## src/rtl/kts_pkg.sv

```systemverilog
// Shared widths, register indexes and control bundles of the trajectory smoother.
// Used by every module under rtl/; depends on nothing.
package kts_pkg;

  localparam int STEP_W   = 28;  // input step, signed
  localparam int FIX_W    = 32;  // corrected motion, signed
  localparam int Q_W      = 24;  // process noise
  localparam int R_W      = 26;  // measurement noise
  localparam int LIM_W    = 31;  // warp limits
  localparam int VAR_FRAC = 24;  // fraction bits of variances and gain
  localparam int VAR_W    = 27;  // error variance
  localparam int PP_W     = 28;  // predicted variance
  localparam int DEN_W    = 29;  // gain denominator
  localparam int GAIN_W   = 25;  // gain, at most 1.0
  localparam int CHUNK_W  = 24;  // magnitude digit per multiply step
  localparam int CLAMP_SH = 40;  // difference limited to +-2^40
  localparam int DIFF_W   = 42;  // clamped difference, signed

  localparam logic [GAIN_W-1:0] VAR_ONE = GAIN_W'(1) << VAR_FRAC;

  localparam int CFG_AW = 4;
  localparam logic [1:0] REG_NOISE_Q = 2'd0;
  localparam logic [1:0] REG_NOISE_R = 2'd1;
  localparam logic [1:0] REG_LIMIT_X = 2'd2;
  localparam logic [1:0] REG_LIMIT_Y = 2'd3;

  // per-axis lane controls: strobes for the sequencer steps, plus the first and last flags
  typedef struct packed {
    logic load;   // add step to trajectory
    logic first;  // first frame: zero the estimate
    logic prep;   // form |sum - est|
    logic mac;    // one multiply-accumulate digit
    logic last;   // lowest digit
    logic upd;    // commit new estimate
    logic diff;   // form clamped est - sum
    logic fix;    // form saturated corrected step
  } kts_lane_ctl_t;

  typedef struct packed {
    logic start;  // compute gain and next variance
    logic first;  // first frame: variance back to 1.0
  } kts_gain_ctl_t;

endpackage

```

## src/rtl/kts_merge.sv

```systemverilog
// Merge stage: combines the three lanes into one result word, decides the warp
// flag and holds the word in the output register. Depends on kts_pkg.
module kts_merge (
  input  logic                              clk,
  input  logic                              rst_n,
  input  logic                              load,
  input  logic signed [kts_pkg::FIX_W-1:0]  fix_x,
  input  logic signed [kts_pkg::FIX_W-1:0]  fix_y,
  input  logic signed [kts_pkg::FIX_W-1:0]  fix_angle,
  input  logic signed [kts_pkg::DIFF_W-1:0] diff_x,
  input  logic signed [kts_pkg::DIFF_W-1:0] diff_y,
  input  logic [kts_pkg::LIM_W-1:0]         limit_x,
  input  logic [kts_pkg::LIM_W-1:0]         limit_y,
  output logic                              ready,
  output logic                              out_tvalid,
  input  logic                              out_tready,
  output logic [3*kts_pkg::FIX_W-1:0]       out_tdata,
  output logic [0:0]                        out_tuser
);

  logic                          tvalid_r;
  logic [3*kts_pkg::FIX_W-1:0]   tdata_r;
  logic [0:0]                    tuser_r;
  logic signed [kts_pkg::DIFF_W-1:0] lim_x, lim_y;
  logic                          skip;

  assign lim_x = {{(kts_pkg::DIFF_W-kts_pkg::LIM_W){1'b0}}, limit_x};
  assign lim_y = {{(kts_pkg::DIFF_W-kts_pkg::LIM_W){1'b0}}, limit_y};
  // positive side only
  assign skip  = (diff_x > lim_x) || (diff_y > lim_y);
  assign ready = !tvalid_r || out_tready;

  always_ff @(posedge clk) begin
    if (!rst_n) begin
      tvalid_r <= 1'b0;
    end else if (load) begin
      tvalid_r <= 1'b1;
    end else if (out_tready) begin
      tvalid_r <= 1'b0;
    end
  end

  always_ff @(posedge clk) begin
    if (load) begin
      tdata_r <= {fix_angle, fix_y, fix_x};
      tuser_r <= !skip;
    end
  end

  assign out_tvalid = tvalid_r;
  assign out_tdata  = tdata_r;
  assign out_tuser  = tuser_r;

endmodule

```

## config.mk

```make
export PLATFORM = sky130hd
export DESIGN_NAME = kts_merge
export DESIGN_NICKNAME = d
export VERILOG_FILES = /design/src/rtl/kts_pkg.sv /design/src/rtl/kts_merge.sv
export SDC_FILE = /design/constraint.sdc
export NUM_CORES = 1
export LEC_CHECK = 0
export BUFFER_PORTS_ARGS = -buffer_cell sky130_fd_sc_hd__clkbuf_2
export CAP_MARGIN = 20
export CORE_AREA = 2 2 133 135
export CTS_CLUSTER_DIAMETER = 80
export DETAILED_ROUTE_END_ITERATION = 16
export DIE_AREA = 0 0 135 137
export PLACE_DENSITY_LB_ADDON = 0.15
export SYNTH_ARGS = -nofsm -noshare
export SYNTH_HDL_FRONTEND = slang
export SYNTH_SLANG_ARGS = --single-unit
```

## constraint.sdc

```tcl
create_clock -name clk -period 6 [get_ports clk]
set_input_delay 1.2 -clock clk [delete_from_list [all_inputs] [get_ports clk]]
set_output_delay 1.2 -clock clk [all_outputs]
set_load 0.01 [all_outputs]
```

==> metrics.md <==
| Metric | Value |
|---|---|
| Outcome | complete, no violations |
| FF-to-FF setup slack | between 5000 and 6000 ps |
| CORE AREA | 0.01706 mm2 |
| Root Driver | clkbuf_16 |
| Sequential power share | 0.496 |
| First-pass GRT wire length | approximately 20000 um |
| Worst path max stage delay | 140 ps |
| Max Freq | 364.3 MHz |
| CTS tree | yes |
| Synth area leader | edfxtp_1 |
| Family with the most delay on the worst path | buffers and inverters |
| Wire per inst | between 10 and 15 um |
| Hold slack | approximately 530 ps |
| Boundary pin count | 345 |
| Initial core utilization | 0.2698 |
| Synth Warn # | 0 |
| Main area contributors after synthesis | edfxtp_1, ha_1, inv_1 |
| Via/cell ratio | 4.216 |
| Initial antenna violation count | 0 |
| Routed wire length | roughly 14000 um |
| Die area | 0.01850 mm2 |
| Worst Setup End Kind | primary output |
| HPWL Detailed | 11920 um |
| DR pass1 iterations | 4 |
| DIE HEIGHT | between 100 and 150 um |
| Logic pwr share | 0.162 |
| Nets | 1000 |
| Net Count, Synth | 644 |
| Total gr overflow | 0 |
| WP data required | 4800 ps |
| Setup bufs post-CTS | 0 |
| Max cap viols | 0 |
| Vias in the first global route | 4149 |
| Clk_lat worst skew | 330 ps |
| CTS Sinks | 98 |
| Pwr dens | 240.9 mW/mm2 |
| Share of layout cells above drive strength 1 | 0.5251 |
| Setup TNS | 0 ps |
| LEAKAGE | around 3.6 nW |
| Worst setup path class | in -> out |
| Fin cells | a little over 900 |
| Slowest cell on crit path | nand2b_1 |
| IO buf count | about 340 |
| Net switching power | 0.0003853 W |
| Main synth FF type | edfxtp_1 |
| Maximum vdd drop | between 0.1 and 0.15 mV |
| Clk_skew | 0 ps |
| Asr flop ratio synth | 0 |
| Post-synth top area share | 0.6330 |
| Placed insts | a little over 900 |
| Max transition margin | 0.4587 |
| DR DRC count | 0 |
| Clk pwr share | 0.342 |
| Top cell by count, worst path | clkbuf_2 |
| Placed cell areas | ~0.0066 mm2 |
| Reg2Reg Depth | 2 |
| Critical Path End | ready |
| Worst r2r dst | out_tvalid$_SDFFE_PN0P_ |
| CP max FO | 2 |
| Reg2reg start | out_tvalid$_SDFFE_PN0P_ |
| Avg Inst Size Synth | between 10 and 15 um2 |
| Num CTS Buffers | 9 |
| Final core utilization | 0.4053 |
| Fin area | 0.006913 mm2 |
| Tmin final | around 2700 ps |
| Crit-path cells | clkbuf_2, nand2b_1, clkbuf_2 |
| CP Launch Point | out_tready |
| Vias | roughly 3900 |
| WP depth | 3 |
| # setup viols final | 0 |
| H-tree depth | 3 |
| Post-synth EDFFs | between 90 and 100 |
| RSZ-0062 raised after global routing | false |
| # diodes | 0 |
| Slew Limit Fails | 0 |
| Netlist cell types | 33 |
| Largest net degree at the start of global routing | 67 |
| # hold bufs at CTS | 0 |
| Final Hold Viols | 0 |
| Placer Congestion | 0.8909 |
| Sw frac | 0.2313 |
| Area growth from synthesis to layout | 50.22% |
| Die span in x | approximately 140 um |
| P_int | around 0.0013 W |
| Max Root-Sink Buffers | 2 |
| Flops & latches, synth | 98 |
| Post-Syn Instances | roughly 340 |
| Slew @ Worst Pin | between 800 and 900 ps |
| Clk slew on worst S/H paths | ~70 ps |
| CP startpoint kind | input port |
| Crit path DAT | 1540 ps |
| Synthesized cell area | between 0.004 and 0.005 mm2 |
| FP Rows | 48 |
| Post-synthesis sequential area ratio | 0.6373 |
| WP buf/inv | 2 |
| Cts repair resizes | 0 |
| DRT iter0 DRCs | just under 100 |
| Final worst-path cycle share | 0.4575 |
| Worst hold path class | reg -> reg |
| Gr usage total | 0.1413 |
| ANT nets after route | 0 |
## power groups by stage
stage,logic (W),registers (W),clock network (W)
after floorplan,0.0000736,0.000871,0
final,0.000270,0.000826,0.000570
after detailed placement,0.000275,0.000842,0
after global placement,0.000271,0.000841,0
after global routing,0.000307,0.000831,0.000618
after CTS,0.000277,0.000827,0.000587
## cell usage in the layout, fill, tap and decap left out, types with 2 or more instances in the layout
| cell type | netlist | routed |
|---|---|---|
| a221oi_1 | 3 | 3 |
| nor3_1 | 2 | 2 |
| nand3_1 | 8 | 8 |
| ha_1 | 62 | 62 |
| buf_4 | 0 | 2 |
| o211a_1 | 2 | 2 |
| a21o_1 | 3 | 3 |
| edfxtp_1 | 97 | 97 |
| nor2_1 | 7 | 7 |
| or2_2 | 2 | 2 |
| nand2_1 | 18 | 18 |
| clkbuf_2 | 0 | 343 |
| a21oi_1 | 21 | 21 |
| nand2b_1 | 3 | 3 |
| nor4_1 | 5 | 5 |
| clkbuf_1 | 0 | 2 |
| nand4_1 | 9 | 9 |
| o21ai_0 | 7 | 7 |
| a211oi_1 | 3 | 3 |
| clkbuf_16 | 0 | 9 |
| a211o_1 | 3 | 3 |
| inv_1 | 66 | 66 |
## per-stage QoR
step           total power, W  setup slack (ps)
2_1_floorplan       0.0009450              3256
3_3_place_gp         0.001112              2994
3_5_place_dp         0.001117              2959
4_1_cts              0.001692              3251
5_1_grt              0.001756              3166
6_report             0.001666              3255
## worst min-delay path by stage
stage / start / to / cells past startpoint
5_1_grt: out_tvalid$_SDFFE_PN0P_ / out_tvalid$_SDFFE_PN0P_ / 2
4_1_cts: out_tvalid$_SDFFE_PN0P_ / out_tvalid$_SDFFE_PN0P_ / 2
6_report: out_tvalid$_SDFFE_PN0P_ / out_tvalid$_SDFFE_PN0P_ / 2
3_5_place_dp: out_tvalid$_SDFFE_PN0P_ / out_tvalid$_SDFFE_PN0P_ / 2
3_3_place_gp: out_tvalid$_SDFFE_PN0P_ / out_tvalid$_SDFFE_PN0P_ / 2
2_1_floorplan: out_tvalid$_SDFFE_PN0P_ / out_tvalid$_SDFFE_PN0P_ / 2
## worst min-delay path: stages (launching register included)
cell and delay (ps):
dfxtp_1 320, nand2b_1 90, a21boi_0 80
## flip-flops by register name, indices dropped and copies added, names as in the netlist
register	cells
out_tuser	1
out_tvalid	1
out_tdata	96
## synth_stat cells (all sizes together) (2+ instances only)
cell	n
nor2	7
o211a	2
or2	2
nand3	8
a21o	3
nand2	18
and3	2
a221oi	3
nor3	2
nand2b	3
inv	66
a21oi	21
o21ai	8
a211o	3
nor4	6
a211oi	3
edfxtp	97
nand4	9
ha	62
## layer usage
metal,track usage,up-vias,share of wire
li1,-,1943,-
met1,0.1397,1711,0.34
met2,0.2696,215,0.53
met3,0.05259,18,0.11
met4,0.05035,0,0.021
met5,0,-,0
## logic make-up (layout without fill, tap and decap cells)
family,after synthesis,after routing,share of synthesized area
AOI/OAI and AO/OA,50,50,0.06988
adders and majority gates,62,62,0.1686
buffers and inverters,66,427,0.05383
DFF,98,98,0.6373
and+or+nand+nor,60,60,0.07042
## final cells by class
class                   instances  area [um2]
fillers                      1709       10140
flip-flops and latches         98        2933
repair buffers                345        1732
multi-input cells             172        1421
well taps                     225       281.5
inverters                      66       247.7
clock buffers                  12       246.5
clock inverters                 4       51.30
Power figures use the tool's default switching activity.
