## config.mk

```make
export PLATFORM = sky130hd
export DESIGN_NAME = kts_gain
export DESIGN_NICKNAME = d
export VERILOG_FILES = /design/src/rtl/kts_pkg.sv /design/src/rtl/kts_gain.sv
export SDC_FILE = /design/constraint.sdc
export NUM_CORES = 2
export LEC_CHECK = 0
export ABC_CLOCK_PERIOD_IN_PS = 14950
export BUFFER_PORTS_ARGS = -buffer_cell sky130_fd_sc_hd__buf_4
export CAP_MARGIN = 25
export CORE_ASPECT_RATIO = 1.5
export CORE_MARGIN = 5
export CORE_UTILIZATION = 50
export CTS_CLUSTER_SIZE = 25
export DETAILED_ROUTE_END_ITERATION = 16
export HOLD_SLACK_MARGIN = 0.08
export PLACE_DENSITY = 0.75
export SLEW_MARGIN = 20
export SYNTH_ARGS = -nofsm -noshare
export SYNTH_HDL_FRONTEND = slang
export SYNTH_SLANG_ARGS = --single-unit
```

## constraint.sdc

```tcl
create_clock -name clk -period 14.95 [get_ports clk]
set_clock_uncertainty 0.1 [all_clocks]
set_input_delay 2.99 -clock clk [delete_from_list [all_inputs] [get_ports clk]]
set_output_delay 2.99 -clock clk [all_outputs]
set_load 0.01 [all_outputs]
```

## src/rtl/kts_pkg.sv

```systemverilog
// Shared widths, register indexes and control bundles of the trajectory smoother.
// Used by every module under rtl/; depends on nothing.
package kts_pkg;

  localparam int STEP_W   = 28;  // input step, signed
  localparam int FIX_W    = 32;  // corrected motion, signed
  localparam int Q_W      = 24;  // process noise
  localparam int R_W      = 26;  // measurement noise
  localparam int LIM_W    = 31;  // warp limits
  localparam int VAR_FRAC = 24;  // fraction bits of variances and gain
  localparam int VAR_W    = 27;  // error variance
  localparam int PP_W     = 28;  // predicted variance
  localparam int DEN_W    = 29;  // gain denominator
  localparam int GAIN_W   = 25;  // gain, at most 1.0
  localparam int CHUNK_W  = 24;  // magnitude digit per multiply step
  localparam int CLAMP_SH = 40;  // difference limited to +-2^40
  localparam int DIFF_W   = 42;  // clamped difference, signed

  localparam logic [GAIN_W-1:0] VAR_ONE = GAIN_W'(1) << VAR_FRAC;

  localparam int CFG_AW = 4;
  localparam logic [1:0] REG_NOISE_Q = 2'd0;
  localparam logic [1:0] REG_NOISE_R = 2'd1;
  localparam logic [1:0] REG_LIMIT_X = 2'd2;
  localparam logic [1:0] REG_LIMIT_Y = 2'd3;

  // per-axis lane controls: strobes for the sequencer steps, plus the first and last flags
  typedef struct packed {
    logic load;   // add step to trajectory
    logic first;  // first frame: zero the estimate
    logic prep;   // form |sum - est|
    logic mac;    // one multiply-accumulate digit
    logic last;   // lowest digit
    logic upd;    // commit new estimate
    logic diff;   // form clamped est - sum
    logic fix;    // form saturated corrected step
  } kts_lane_ctl_t;

  typedef struct packed {
    logic start;  // compute gain and next variance
    logic first;  // first frame: variance back to 1.0
  } kts_gain_ctl_t;

endpackage

```

## src/rtl/kts_gain.sv

```systemverilog
// Shared gain unit: restoring divider for K = Pp/(Pp+R) and the variance update.
// Holds the error variance. Depends on kts_pkg.
module kts_gain (
  input  logic                       clk,
  input  logic                       rst_n,
  input  kts_pkg::kts_gain_ctl_t     ctl,
  input  logic [kts_pkg::Q_W-1:0]    noise_q,
  input  logic [kts_pkg::R_W-1:0]    noise_r,
  output logic [kts_pkg::GAIN_W-1:0] gain,
  output logic                       done
);

  localparam int CNT_W = $clog2(kts_pkg::GAIN_W);
  localparam int PRD_W = kts_pkg::GAIN_W + kts_pkg::PP_W;

  localparam logic [1:0] G_IDLE = 2'd0;
  localparam logic [1:0] G_DIV  = 2'd1;
  localparam logic [1:0] G_MUL  = 2'd2;
  localparam logic [1:0] G_VAR  = 2'd3;

  logic [1:0]                   gst_r, gst_nxt;
  logic [CNT_W-1:0]             cnt_r;
  logic [kts_pkg::PP_W-1:0]     pp_r, pp_nxt;
  logic [kts_pkg::DEN_W-1:0]    den_r, rem_r;
  logic [kts_pkg::GAIN_W-1:0]   quo_r, gain_r, kc;
  logic [PRD_W-1:0]             prod_r;
  logic [kts_pkg::VAR_W-1:0]    var_r;
  logic [kts_pkg::DEN_W:0]      trial;
  logic                         ge;

  assign pp_nxt = kts_pkg::PP_W'(var_r) + kts_pkg::PP_W'(noise_q);
  assign trial  = (cnt_r == CNT_W'(kts_pkg::GAIN_W - 1)) ? {1'b0, rem_r} : {rem_r, 1'b0};
  assign ge     = trial >= {1'b0, den_r};
  assign kc     = (quo_r > kts_pkg::VAR_ONE) ? kts_pkg::VAR_ONE : quo_r;

  always_comb begin
    gst_nxt = gst_r;
    unique case (gst_r)
      G_IDLE: if (ctl.start) gst_nxt = G_DIV;
      G_DIV:  if (cnt_r == '0) gst_nxt = G_MUL;
      G_MUL:  gst_nxt = G_VAR;
      G_VAR:  gst_nxt = G_IDLE;
      default: gst_nxt = G_IDLE;
    endcase
  end

  always_ff @(posedge clk) begin
    if (!rst_n) begin
      gst_r <= G_IDLE;
      var_r <= kts_pkg::VAR_W'(kts_pkg::VAR_ONE);
    end else begin
      gst_r <= gst_nxt;
      if (ctl.first) begin
        var_r <= kts_pkg::VAR_W'(kts_pkg::VAR_ONE);
      end else if (gst_r == G_VAR) begin
        var_r <= prod_r[kts_pkg::VAR_FRAC +: kts_pkg::VAR_W];
      end
    end
  end

  always_ff @(posedge clk) begin
    if (gst_r == G_IDLE && ctl.start) begin
      pp_r  <= pp_nxt;
      den_r <= kts_pkg::DEN_W'(pp_nxt) + kts_pkg::DEN_W'(noise_r);
      rem_r <= kts_pkg::DEN_W'(pp_nxt);
      quo_r <= '0;
      cnt_r <= CNT_W'(kts_pkg::GAIN_W - 1);
    end else if (gst_r == G_DIV) begin
      // zero denominator sets every bit; the clamp turns that into 1.0
      rem_r <= ge ? kts_pkg::DEN_W'(trial - {1'b0, den_r}) : kts_pkg::DEN_W'(trial);
      quo_r <= {quo_r[kts_pkg::GAIN_W-2:0], ge};
      cnt_r <= cnt_r - CNT_W'(1);
    end else if (gst_r == G_MUL) begin
      gain_r <= kc;
      prod_r <= PRD_W'(kts_pkg::VAR_ONE - kc) * PRD_W'(pp_r);
    end
  end

  assign gain = gain_r;
  assign done = (gst_r == G_VAR);

endmodule

```

==> impl_metrics.json <==
{
  "cts_setup_buffers": 0,
  "synth_warnings": 0,
  "wl_met2_mm": 49.4,
  "post-place-ws_ps": 3270,
  "globalplace.congestion": 0.929,
  "start_kind": "flip-flop",
  "antenna_left": 0,
  "wl_met1_mm": 30.6,
  "synth_cell_types": 89,
  "status": "complete, no violations",
  "required_ps": 15080,
  "core_area_um2": 68100,
  "arrival_ps": 11940,
  "syn_area_per_cell_um2": 9.31,
  "ctsLongestPathBuffers": 2,
  "syn_area_um2": 34400,
  "reg2reg_depth": 34,
  "hold_start": "prod_r[48]",
  "clock-root-buffer": "clkbuf_16",
  "period_share_pct": 79.0,
  "fin_ws_ps": 3140,
  "globalRouteOverflowTotal": 0,
  "grt_setup_unrepaired": "no",
  "fp.dieH_um": 331,
  "worst-setup-path-type": "flip-flop to flip-flop",
  "cp_common_cell": "fa_1",
  "start_util_pct": 50.5,
  "rows": 117,
  "drt_first_pass_iters": 5,
  "ios": 80,
  "reg2reg_slack_ps": 3140,
  "route.vias.total": 26000,
  "synthCells": 3694,
  "cts-resized-gates": 0,
  "finalHoldViolCount": 0,
  "synth_edf_count": 137,
  "grt_first_pass_wirelength_mm": 148,
  "worstHoldPathCells": 1,
  "avgViaCountPerCell": 5.63,
  "antenna_found_initial": 0,
  "synth_area_leaders": "fa_1 (36%), edfxtp_1 (12%), ha_1 (10%)",
  "grt_pass1_vias": 28400,
  "yosys_most_used_dff": "edfxtp_1",
  "setup-tns-final_ps": 0,
  "grt_max_degree": 64,
  "final_cell_mix": "inv_1 (735), fa_1 (623), nand2_1 (573)",
  "tightest_slew_ps": 1130,
  "route.detailed.drc": 0,
  "crit_slowest_cell": "xnor2_4",
  "whs_ps": 373,
  "slew_viol_final": 0,
  "hold_class": "flip-flop to flip-flop",
  "nNetsFinal": 4675,
  "cts.sinks": 197,
  "cts_tree": "built",
  "clk_pin_slew_ps": 90,
  "wl_met3_mm": 5.45,
  "endpoint_kind": "flip-flop",
  "final_common_cell": "inv_1",
  "wl_per_cell_um": 20.2,
  "postCtsHoldBufs": 0,
  "die_w_um": 224,
  "cts-htree-levels": 4,
  "finalSetupViolCount": 0,
  "place_hpwl_mm": 71.2,
  "insertion_delay_ps": 480,
  "max_stage_delay_ps": 840,
  "synth_seq_cells": 197,
  "portBuffers": 79,
  "area_growth_pct": 6.68,
  "finalCriticalPeriod_ps": 11810,
  "fp.dieArea_um2": 74200,
  "ys_async_sr_fraction_pct": 0,
  "cp_max_fo": 59,
  "drive_gt1_share_pct": 6.46,
  "timing.fmax_mhz": 84.6,
  "r2r_end": "prod_r[44]",
  "seq_area_frac_synth_pct": 15.5,
  "hold_end": "var_r[24]",
  "synth_top_area_share_pct": 36.3,
  "yosysTopAreaCell": "fa_1",
  "grt_usage_pct": 25.4,
  "maxCapViolations": 0,
  "first_iter_violations": 1567,
  "dr.max_layer_used": "met4",
  "diodes": 0,
  "wirelength_mm": 93.4,
  "cts_made_buffers": 17,
  "slew_headroom_pct": 24.7,
  "reg2reg_from": "quo_r[15]"
}
-- how the worst max path moves through the flow --
stage / from / endpoint / slack (ps) / cells past startpoint
after floorplan: quo_r[15] / prod_r[36] / 5340 / 39
after global placement: quo_r[15] / prod_r[44] / 3280 / 33
after detailed placement: quo_r[15] / prod_r[45] / 3270 / 34
after CTS: quo_r[15] / prod_r[45] / 3240 / 34
after global routing: quo_r[15] / prod_r[44] / 2690 / 37
final: quo_r[15] / prod_r[44] / 3140 / 34
-- cell type report --
| type | instances | area, µm² |
|---|---|---|
| repair buffers | 136 | 1050 |
| fillers | 6036 | 31400 |
| multi-input cells | 2631 | 25800 |
| inverters | 736 | 2760 |
| clock inverters | 15 | 226 |
| well taps | 892 | 1120 |
| clock buffers | 17 | 425 |
| flip-flops and latches | 197 | 5320 |
-- synth_stat cells, types with 11 or more instances --
| library cell | count |
|---|---|
| inv_1 | 735 |
| fa_1 | 623 |
| nand2_1 | 574 |
| ha_1 | 279 |
| and2_1 | 187 |
| nor2_1 | 153 |
| edfxtp_1 | 137 |
| a21oi_1 | 129 |
| clkbuf_1 | 102 |
| xnor2_1 | 76 |
| o21ai_0 | 67 |
| mux2i_1 | 65 |
| dfxtp_1 | 60 |
| and3_1 | 52 |
| a21o_1 | 43 |
| xor2_1 | 37 |
| mux2_2 | 31 |
| nand3_1 | 31 |
| buf_2 | 30 |
| nor2b_1 | 21 |
| o21a_1 | 21 |
| nor3_1 | 19 |
| nand2b_1 | 18 |
| o21bai_1 | 15 |
| a211oi_1 | 14 |
| nand4_1 | 13 |
| or3_1 | 12 |
| a31oi_1 | 11 |
-- worst max-delay path, delay by kind of cell (launching register included) --
kind                       cells  cell delay, ps
AOI/OAI and AO/OA              8            2160
xor gates and xnor gates       1             840
adders and majority gates      9            4190
buffers and inverters          6             940
DFF                            1             380
and+or+nand+nor               10            2900
-- state kept, by name (all words and copies together), names as in the netlist --
name / flops
quo_r: 25
prod_r: 27
rem_r: 29
gst_r: 2
den_r: 29
pp_r: 28
cnt_r: 5
var_r: 27
gain: 25
-- cell families (layout without fill, tap and decap cells) --
| family | count (synthesis) | count (layout) | synth area share (%) |
|---|---|---|---|
| AOI/OAI and AO/OA | 369 | 369 | 6.84 |
| buffers and inverters | 890 | 904 | 10.0 |
| other | 2 | 26 | 0.0218 |
| and+or+nand+nor | 1121 | 1121 | 15.1 |
| adders and majority gates | 902 | 902 | 46.4 |
| muxes | 96 | 96 | 2.91 |
| xor gates and xnor gates | 117 | 117 | 3.17 |
| DFF | 197 | 197 | 15.5 |
-- through the flow --
stage	util, %	instances	instance area (µm²)
global route	53.9	4624	36700
detailed placement	52.9	4589	36000
CTS	53.8	4621	36600
floorplan	-	3718	34500
finish	53.9	4624	36700
global placement	52.9	4589	36000
-- metal layers --
layer / GRT usage (%) / vias up
li1: - / 11500
met1: 26.7 / 13100
met2: 46.5 / 1015
met3: 3.32 / 401
met4: 17.4 / 0
met5: 0 / -
Power is not shown: default switching activity piles up to over one toggle a cycle in this logic, so the estimate is an artifact.
