--- config.mk ---
export PLATFORM = sky130hd
export DESIGN_NAME = kts_lane
export DESIGN_NICKNAME = d
export VERILOG_FILES = /design/src/rtl/kts_pkg.sv /design/src/rtl/kts_lane.sv
export SDC_FILE = /design/constraint.sdc
export NUM_CORES = 2
export LEC_CHECK = 0
export ABC_AREA = 1
export BUFFER_PORTS_ARGS = -buffer_cell sky130_fd_sc_hd__buf_2
export CAP_MARGIN = 20
export CORE_ASPECT_RATIO = 2
export CORE_UTILIZATION = 40
export CTS_CLUSTER_DIAMETER = 120
export DETAILED_ROUTE_END_ITERATION = 8
export GPL_ROUTABILITY_DRIVEN = 0
export SLEW_MARGIN = 20
export SYNTH_ARGS = -nofsm -noshare
export SYNTH_HDL_FRONTEND = slang
export SYNTH_SLANG_ARGS = --single-unit
--- constraint.sdc ---
create_clock -name clk -period 9.5 [get_ports clk]
set_input_delay 1.9 -clock clk [delete_from_list [all_inputs] [get_ports clk]]
set_output_delay 1.9 -clock clk [all_outputs]
set_load 0.02 [all_outputs]
--- src/rtl/kts_pkg.sv ---
// Shared widths, register indexes and control bundles of the trajectory smoother.
// Used by every module under rtl/; depends on nothing.
package kts_pkg;

  localparam int STEP_W   = 28;  // input step, signed
  localparam int FIX_W    = 32;  // corrected motion, signed
  localparam int Q_W      = 24;  // process noise
  localparam int R_W      = 26;  // measurement noise
  localparam int LIM_W    = 31;  // warp limits
  localparam int VAR_FRAC = 24;  // fraction bits of variances and gain
  localparam int VAR_W    = 27;  // error variance
  localparam int PP_W     = 28;  // predicted variance
  localparam int DEN_W    = 29;  // gain denominator
  localparam int GAIN_W   = 25;  // gain, at most 1.0
  localparam int CHUNK_W  = 24;  // magnitude digit per multiply step
  localparam int CLAMP_SH = 40;  // difference limited to +-2^40
  localparam int DIFF_W   = 42;  // clamped difference, signed

  localparam logic [GAIN_W-1:0] VAR_ONE = GAIN_W'(1) << VAR_FRAC;

  localparam int CFG_AW = 4;
  localparam logic [1:0] REG_NOISE_Q = 2'd0;
  localparam logic [1:0] REG_NOISE_R = 2'd1;
  localparam logic [1:0] REG_LIMIT_X = 2'd2;
  localparam logic [1:0] REG_LIMIT_Y = 2'd3;

  // per-axis lane controls: strobes for the sequencer steps, plus the first and last flags
  typedef struct packed {
    logic load;   // add step to trajectory
    logic first;  // first frame: zero the estimate
    logic prep;   // form |sum - est|
    logic mac;    // one multiply-accumulate digit
    logic last;   // lowest digit
    logic upd;    // commit new estimate
    logic diff;   // form clamped est - sum
    logic fix;    // form saturated corrected step
  } kts_lane_ctl_t;

  typedef struct packed {
    logic start;  // compute gain and next variance
    logic first;  // first frame: variance back to 1.0
  } kts_gain_ctl_t;

endpackage

--- src/rtl/kts_lane.sv ---
// One axis of the smoother: trajectory sum, digit-serial gain multiply, estimate,
// clamped difference and saturated correction. Depends on kts_pkg.
module kts_lane #(
  parameter int ACC_WIDTH = 48
) (
  input  logic                              clk,
  input  logic                              rst_n,
  input  kts_pkg::kts_lane_ctl_t            ctl,
  input  logic signed [kts_pkg::STEP_W-1:0] step,
  input  logic [kts_pkg::GAIN_W-1:0]        gain,
  output logic signed [kts_pkg::FIX_W-1:0]  fix,
  output logic signed [kts_pkg::DIFF_W-1:0] diff
);

  localparam int MAG_W  = ACC_WIDTH + 1;
  localparam int NCHUNK = (MAG_W + kts_pkg::CHUNK_W - 1) / kts_pkg::CHUNK_W;
  localparam int PAD_W  = NCHUNK * kts_pkg::CHUNK_W;
  localparam int PROD_W = kts_pkg::CHUNK_W + kts_pkg::GAIN_W;
  localparam int EXT_W  = (MAG_W > kts_pkg::DIFF_W) ? MAG_W : kts_pkg::DIFF_W;
  localparam int SUM_W  = kts_pkg::DIFF_W + 1;

  localparam logic signed [ACC_WIDTH-1:0] ACC_MAX = {1'b0, {(ACC_WIDTH-1){1'b1}}};
  localparam logic signed [ACC_WIDTH-1:0] ACC_MIN = {1'b1, {(ACC_WIDTH-1){1'b0}}};
  localparam logic signed [EXT_W-1:0] DCLAMP = EXT_W'(1) << kts_pkg::CLAMP_SH;
  localparam logic signed [SUM_W-1:0] FIX_HI =
    (SUM_W'(1) << (kts_pkg::FIX_W - 1)) - SUM_W'(1);
  localparam logic signed [SUM_W-1:0] FIX_LO = -(SUM_W'(1) << (kts_pkg::FIX_W - 1));

  logic signed [ACC_WIDTH-1:0]      sum_r, est_r, sum_nxt;
  logic signed [kts_pkg::STEP_W-1:0] step_r;
  logic [PAD_W-1:0]                 mag_r;
  logic                             dir_r;
  logic [MAG_W-1:0]                 acc_r;
  logic signed [kts_pkg::DIFF_W-1:0] diff_r;
  logic signed [kts_pkg::FIX_W-1:0]  fix_r;

  logic signed [MAG_W-1:0]          sum_wide, dz;
  logic [MAG_W-1:0]                 mag;
  logic [PROD_W-1:0]                prod;
  logic signed [EXT_W-1:0]          d;
  logic signed [SUM_W-1:0]          f;

  assign sum_wide = {sum_r[ACC_WIDTH-1], sum_r}
                  + {{(MAG_W-kts_pkg::STEP_W){step[kts_pkg::STEP_W-1]}}, step};
  assign sum_nxt  = (sum_wide[MAG_W-1] != sum_wide[MAG_W-2])
                  ? (sum_wide[MAG_W-1] ? ACC_MIN : ACC_MAX)
                  : sum_wide[ACC_WIDTH-1:0];

  assign dz   = {sum_r[ACC_WIDTH-1], sum_r} - {est_r[ACC_WIDTH-1], est_r};
  assign mag  = dz[MAG_W-1] ? MAG_W'(-dz) : MAG_W'(dz);
  assign prod = PROD_W'(mag_r[PAD_W-1 -: kts_pkg::CHUNK_W]) * PROD_W'(gain);

  assign d = {{(EXT_W-ACC_WIDTH){est_r[ACC_WIDTH-1]}}, est_r}
           - {{(EXT_W-ACC_WIDTH){sum_r[ACC_WIDTH-1]}}, sum_r};
  assign f = {{(SUM_W-kts_pkg::STEP_W){step_r[kts_pkg::STEP_W-1]}}, step_r}
           + {diff_r[kts_pkg::DIFF_W-1], diff_r};

  always_ff @(posedge clk) begin
    if (!rst_n) begin
      sum_r <= '0;
      est_r <= '0;
    end else begin
      if (ctl.load) begin
        sum_r <= sum_nxt;
      end
      if (ctl.load && ctl.first) begin
        est_r <= '0;
      end else if (ctl.upd) begin
        est_r <= dir_r ? est_r + ACC_WIDTH'(acc_r) : est_r - ACC_WIDTH'(acc_r);
      end
    end
  end

  always_ff @(posedge clk) begin
    if (ctl.load) begin
      step_r <= step;
    end
    if (ctl.prep) begin
      mag_r <= PAD_W'(mag);
      dir_r <= !dz[MAG_W-1];
      acc_r <= '0;
    end else if (ctl.mac) begin
      // top digit first; the lowest digit keeps only its integer part
      mag_r <= mag_r << kts_pkg::CHUNK_W;
      if (ctl.last) begin
        acc_r <= acc_r + MAG_W'(prod >> kts_pkg::VAR_FRAC);
      end else begin
        acc_r <= (acc_r << kts_pkg::CHUNK_W) + MAG_W'(prod);
      end
    end
    if (ctl.diff) begin
      if (d > DCLAMP) begin
        diff_r <= kts_pkg::DIFF_W'(DCLAMP);
      end else if (d < -DCLAMP) begin
        diff_r <= kts_pkg::DIFF_W'(-DCLAMP);
      end else begin
        diff_r <= kts_pkg::DIFF_W'(d);
      end
    end
    if (ctl.fix) begin
      if (f > FIX_HI) begin
        fix_r <= kts_pkg::FIX_W'(FIX_HI);
      end else if (f < FIX_LO) begin
        fix_r <= kts_pkg::FIX_W'(FIX_LO);
      end else begin
        fix_r <= kts_pkg::FIX_W'(f);
      end
    end
  end

  assign fix  = fix_r;
  assign diff = diff_r;

endmodule

==> impl_metrics.toml <==
[critical_path]
cp_common_cell = "fa_1"
cp_max_fo = 10
worst-path-buf-inv = 9
critPathTopFamily = "adder cells"
arrival_ns = 9.89
crit_type = "primary input to register"
worstPathRequired_ns = 10.02
cpMaxStageDelayCell = "fa_2"
start_kind = "primary input"
slowest_delay_ns = 0.71
crit_path_end_kind = "register"

[detailed_routing]
drc = 0
drt-pass1-iter-count = 8
wl_per_cell_um = 22.77
ant_nets = 0
routed_wl_um = 225800
num_vias = 54505
drt_iter0_drc = 3571
viasPerCell = 5.497

[sta]
slew_headroom = 0.1398
clock_skew_ns = 0.05240
layout_setup_ws_ns = 0.1286
post-route-period-util = 0.9865
finalMaxSlewViolations = 0
tightest_slew_ns = 1.290
hold_viol = 0
finalSetupViolCount = 0
min_period_ns = 9.371
max_freq_mhz = 106.7
hold_slack_ns = 0.4427

[grt]
grt_pass1_wl_um = 329600
grt_overflow = 0
grt_max_degree = 82
grt_usage = 0.3345
first_global_vias = 55504
grt_antenna_before_repair = 10

[clock_tree]
cts.sinks = 319
tritoncts = "built"
clk_latency_ns = 0.65
h-tree-depth = 2
clk_pin_slew_worst_paths_ns = 0.08
root_buffer = "clkbuf_16"
clockBufferDepth = 3
cts_inserted_buffers = 35

[floorplan]
die_h_um = 515.9
initial_core_util = 0.4032
dieArea_sq_um = 133600
die_w_um = 259.0
core-area_sq_um = 131000
rows = 188
ios = 137

[logic_synthesis]
synth_cells = 7784
syn_nets = 8793
ys_seq_area_frac = 0.1497
synth-edff-count = 152
avgSynthCellArea_sq_um = 6.786
synth_area_sq_um = 52820
synth-async-reset-ratio = 0
ys.flop_type = "dfxtp_1"
ys_types = 60
ys_warn_count = 0
ys_ff_latch = 319

[place]
portBuffers = 136
pre_cts_slack_ns = -1.055
dp_hpwl_um = 183700

[layout]
syn_to_final_growth_pct = 15.67
utilization = 0.4664
nets = 9185
drive_above_1_share = 0.1305

[job]
maxCapViolCount = 0

[status]
outcome = "finished, final reports clean"

[min_path]
min-delay-path-class = "register to register"
-- cell usage in the layout (no fill, tap or decap), drive strengths merged, types with 4 or more instances in the layout --
master / count
a21boi: 11
a21o: 18
a21oi: 566
a22o: 23
a31oi: 59
and2: 5
and3: 7
buf: 576
bufinv: 4
clkbuf: 50
clkinv: 23
dfxtp: 167
edfxtp: 152
fa: 510
ha: 436
inv: 1625
nand2: 2062
nand3: 335
nand3b: 6
nand4: 76
nor2: 577
nor3: 71
nor4: 22
o211ai: 38
o21a: 26
o21ai: 417
o21bai: 29
o221ai: 5
o22ai: 11
o31ai: 10
or2: 14
xnor2: 74
xor2: 178
-- cells in the mapped netlist, drive strengths merged, types with 48 or more instances --
master	instances	area, sq um
buf	48	280.3
fa	510	10210
nand2	2062	7807
edfxtp	152	4564
a31oi	59	369.1
nand4	76	475.5
xor2	178	1574
a21oi	566	2836
inv	1623	6092
dfxtp	167	3343
clkbuf	178	668.1
o21ai	417	2110
xnor2	74	648.1
nand3	335	1707
nor2	577	2461
nor3	71	370.4
ha	436	5455
-- worst reg2reg max path: cells and delay by family (launching register included) --
family	cells	cell delay [ns]
fa+ha+maj	9	4.52
buf+inv	8	0.87
simple gates	6	1.06
xor+xnor	2	0.42
compound gates	9	1.29
flops	1	0.97
-- metal layers --
metal | vias to the layer above | GRT usage | part of all wire
met5 | - | 0 | 0.00028
met4 | 12 | 0.3631 | 0.14
met3 | 1225 | 0.06769 | 0.068
met2 | 2607 | 0.6015 | 0.50
met1 | 25599 | 0.2944 | 0.30
li1 | 25062 | - | -
-- what timing repair did --
action                                  CTS  global route
resized for setup                        63           373
pin swaps                                17           186
hold buffers                              0             0
gates cloned                              0             2
buffers inserted                          5            33
endpoints found under the setup margin   37            40
-- final timing paths --
kind | start | to | cells after the start | slack [ns]
min | mag_r[39]$_DFFE_PP_ | mag_r[63]$_SDFFE_PP0P_ | 1 | 0.44
min reg2reg | mag_r[39]$_DFFE_PP_ | mag_r[63]$_SDFFE_PP0P_ | 1 | 0.44
max reg2reg | mag_r[67]$_SDFFE_PP0P_ | acc_r[24]$_SDFFE_PP0P_ | 34 | 0.30
max | gain[5] | acc_r[24]$_SDFFE_PP0P_ | 35 | 0.13
-- registers in the layout (all words and copies together) (netlist names) --
register	count
step_r	28
mag_r	72
sum_r	48
dir_r	1
est_r	48
diff	42
fix	32
acc_r	48
-- kinds of logic after synthesis --
family | synth area share
AO/OA/AOI/OAI | 0.1277
XOR/XNOR | 0.04207
adder cells (fa/ha/maj) | 0.2966
buffers and inverters | 0.1342
flip-flops | 0.1497
AND/OR/NAND/NOR | 0.2498
-- layout make-up --
type | instances | area, sq um
clock buffers | 45 | 943.4
clock inverters | 18 | 240.2
diodes | 3 | 7.507
well taps | 1710 | 2140
inverters | 1636 | 6141
multi-input cells | 5603 | 39270
repair buffers | 581 | 4452
flip-flops and latches | 319 | 7908
fillers | 13368 | 69920
-- stage by stage --
step | setup TNS, ns | cell area (sq um) | cells
2_1_floorplan | 0 | 52820 | 7784
3_3_place_gp | -34.74 | 57980 | 9812
3_5_place_dp | -35.15 | 57980 | 9812
4_1_cts | -0.04771 | 59410 | 9879
5_1_grt | -1.081 | 61100 | 9913
6_report | 0 | 61100 | 9915
Power is not shown: default switching activity piles up to over one toggle a cycle in this logic, so the estimate is an artifact.
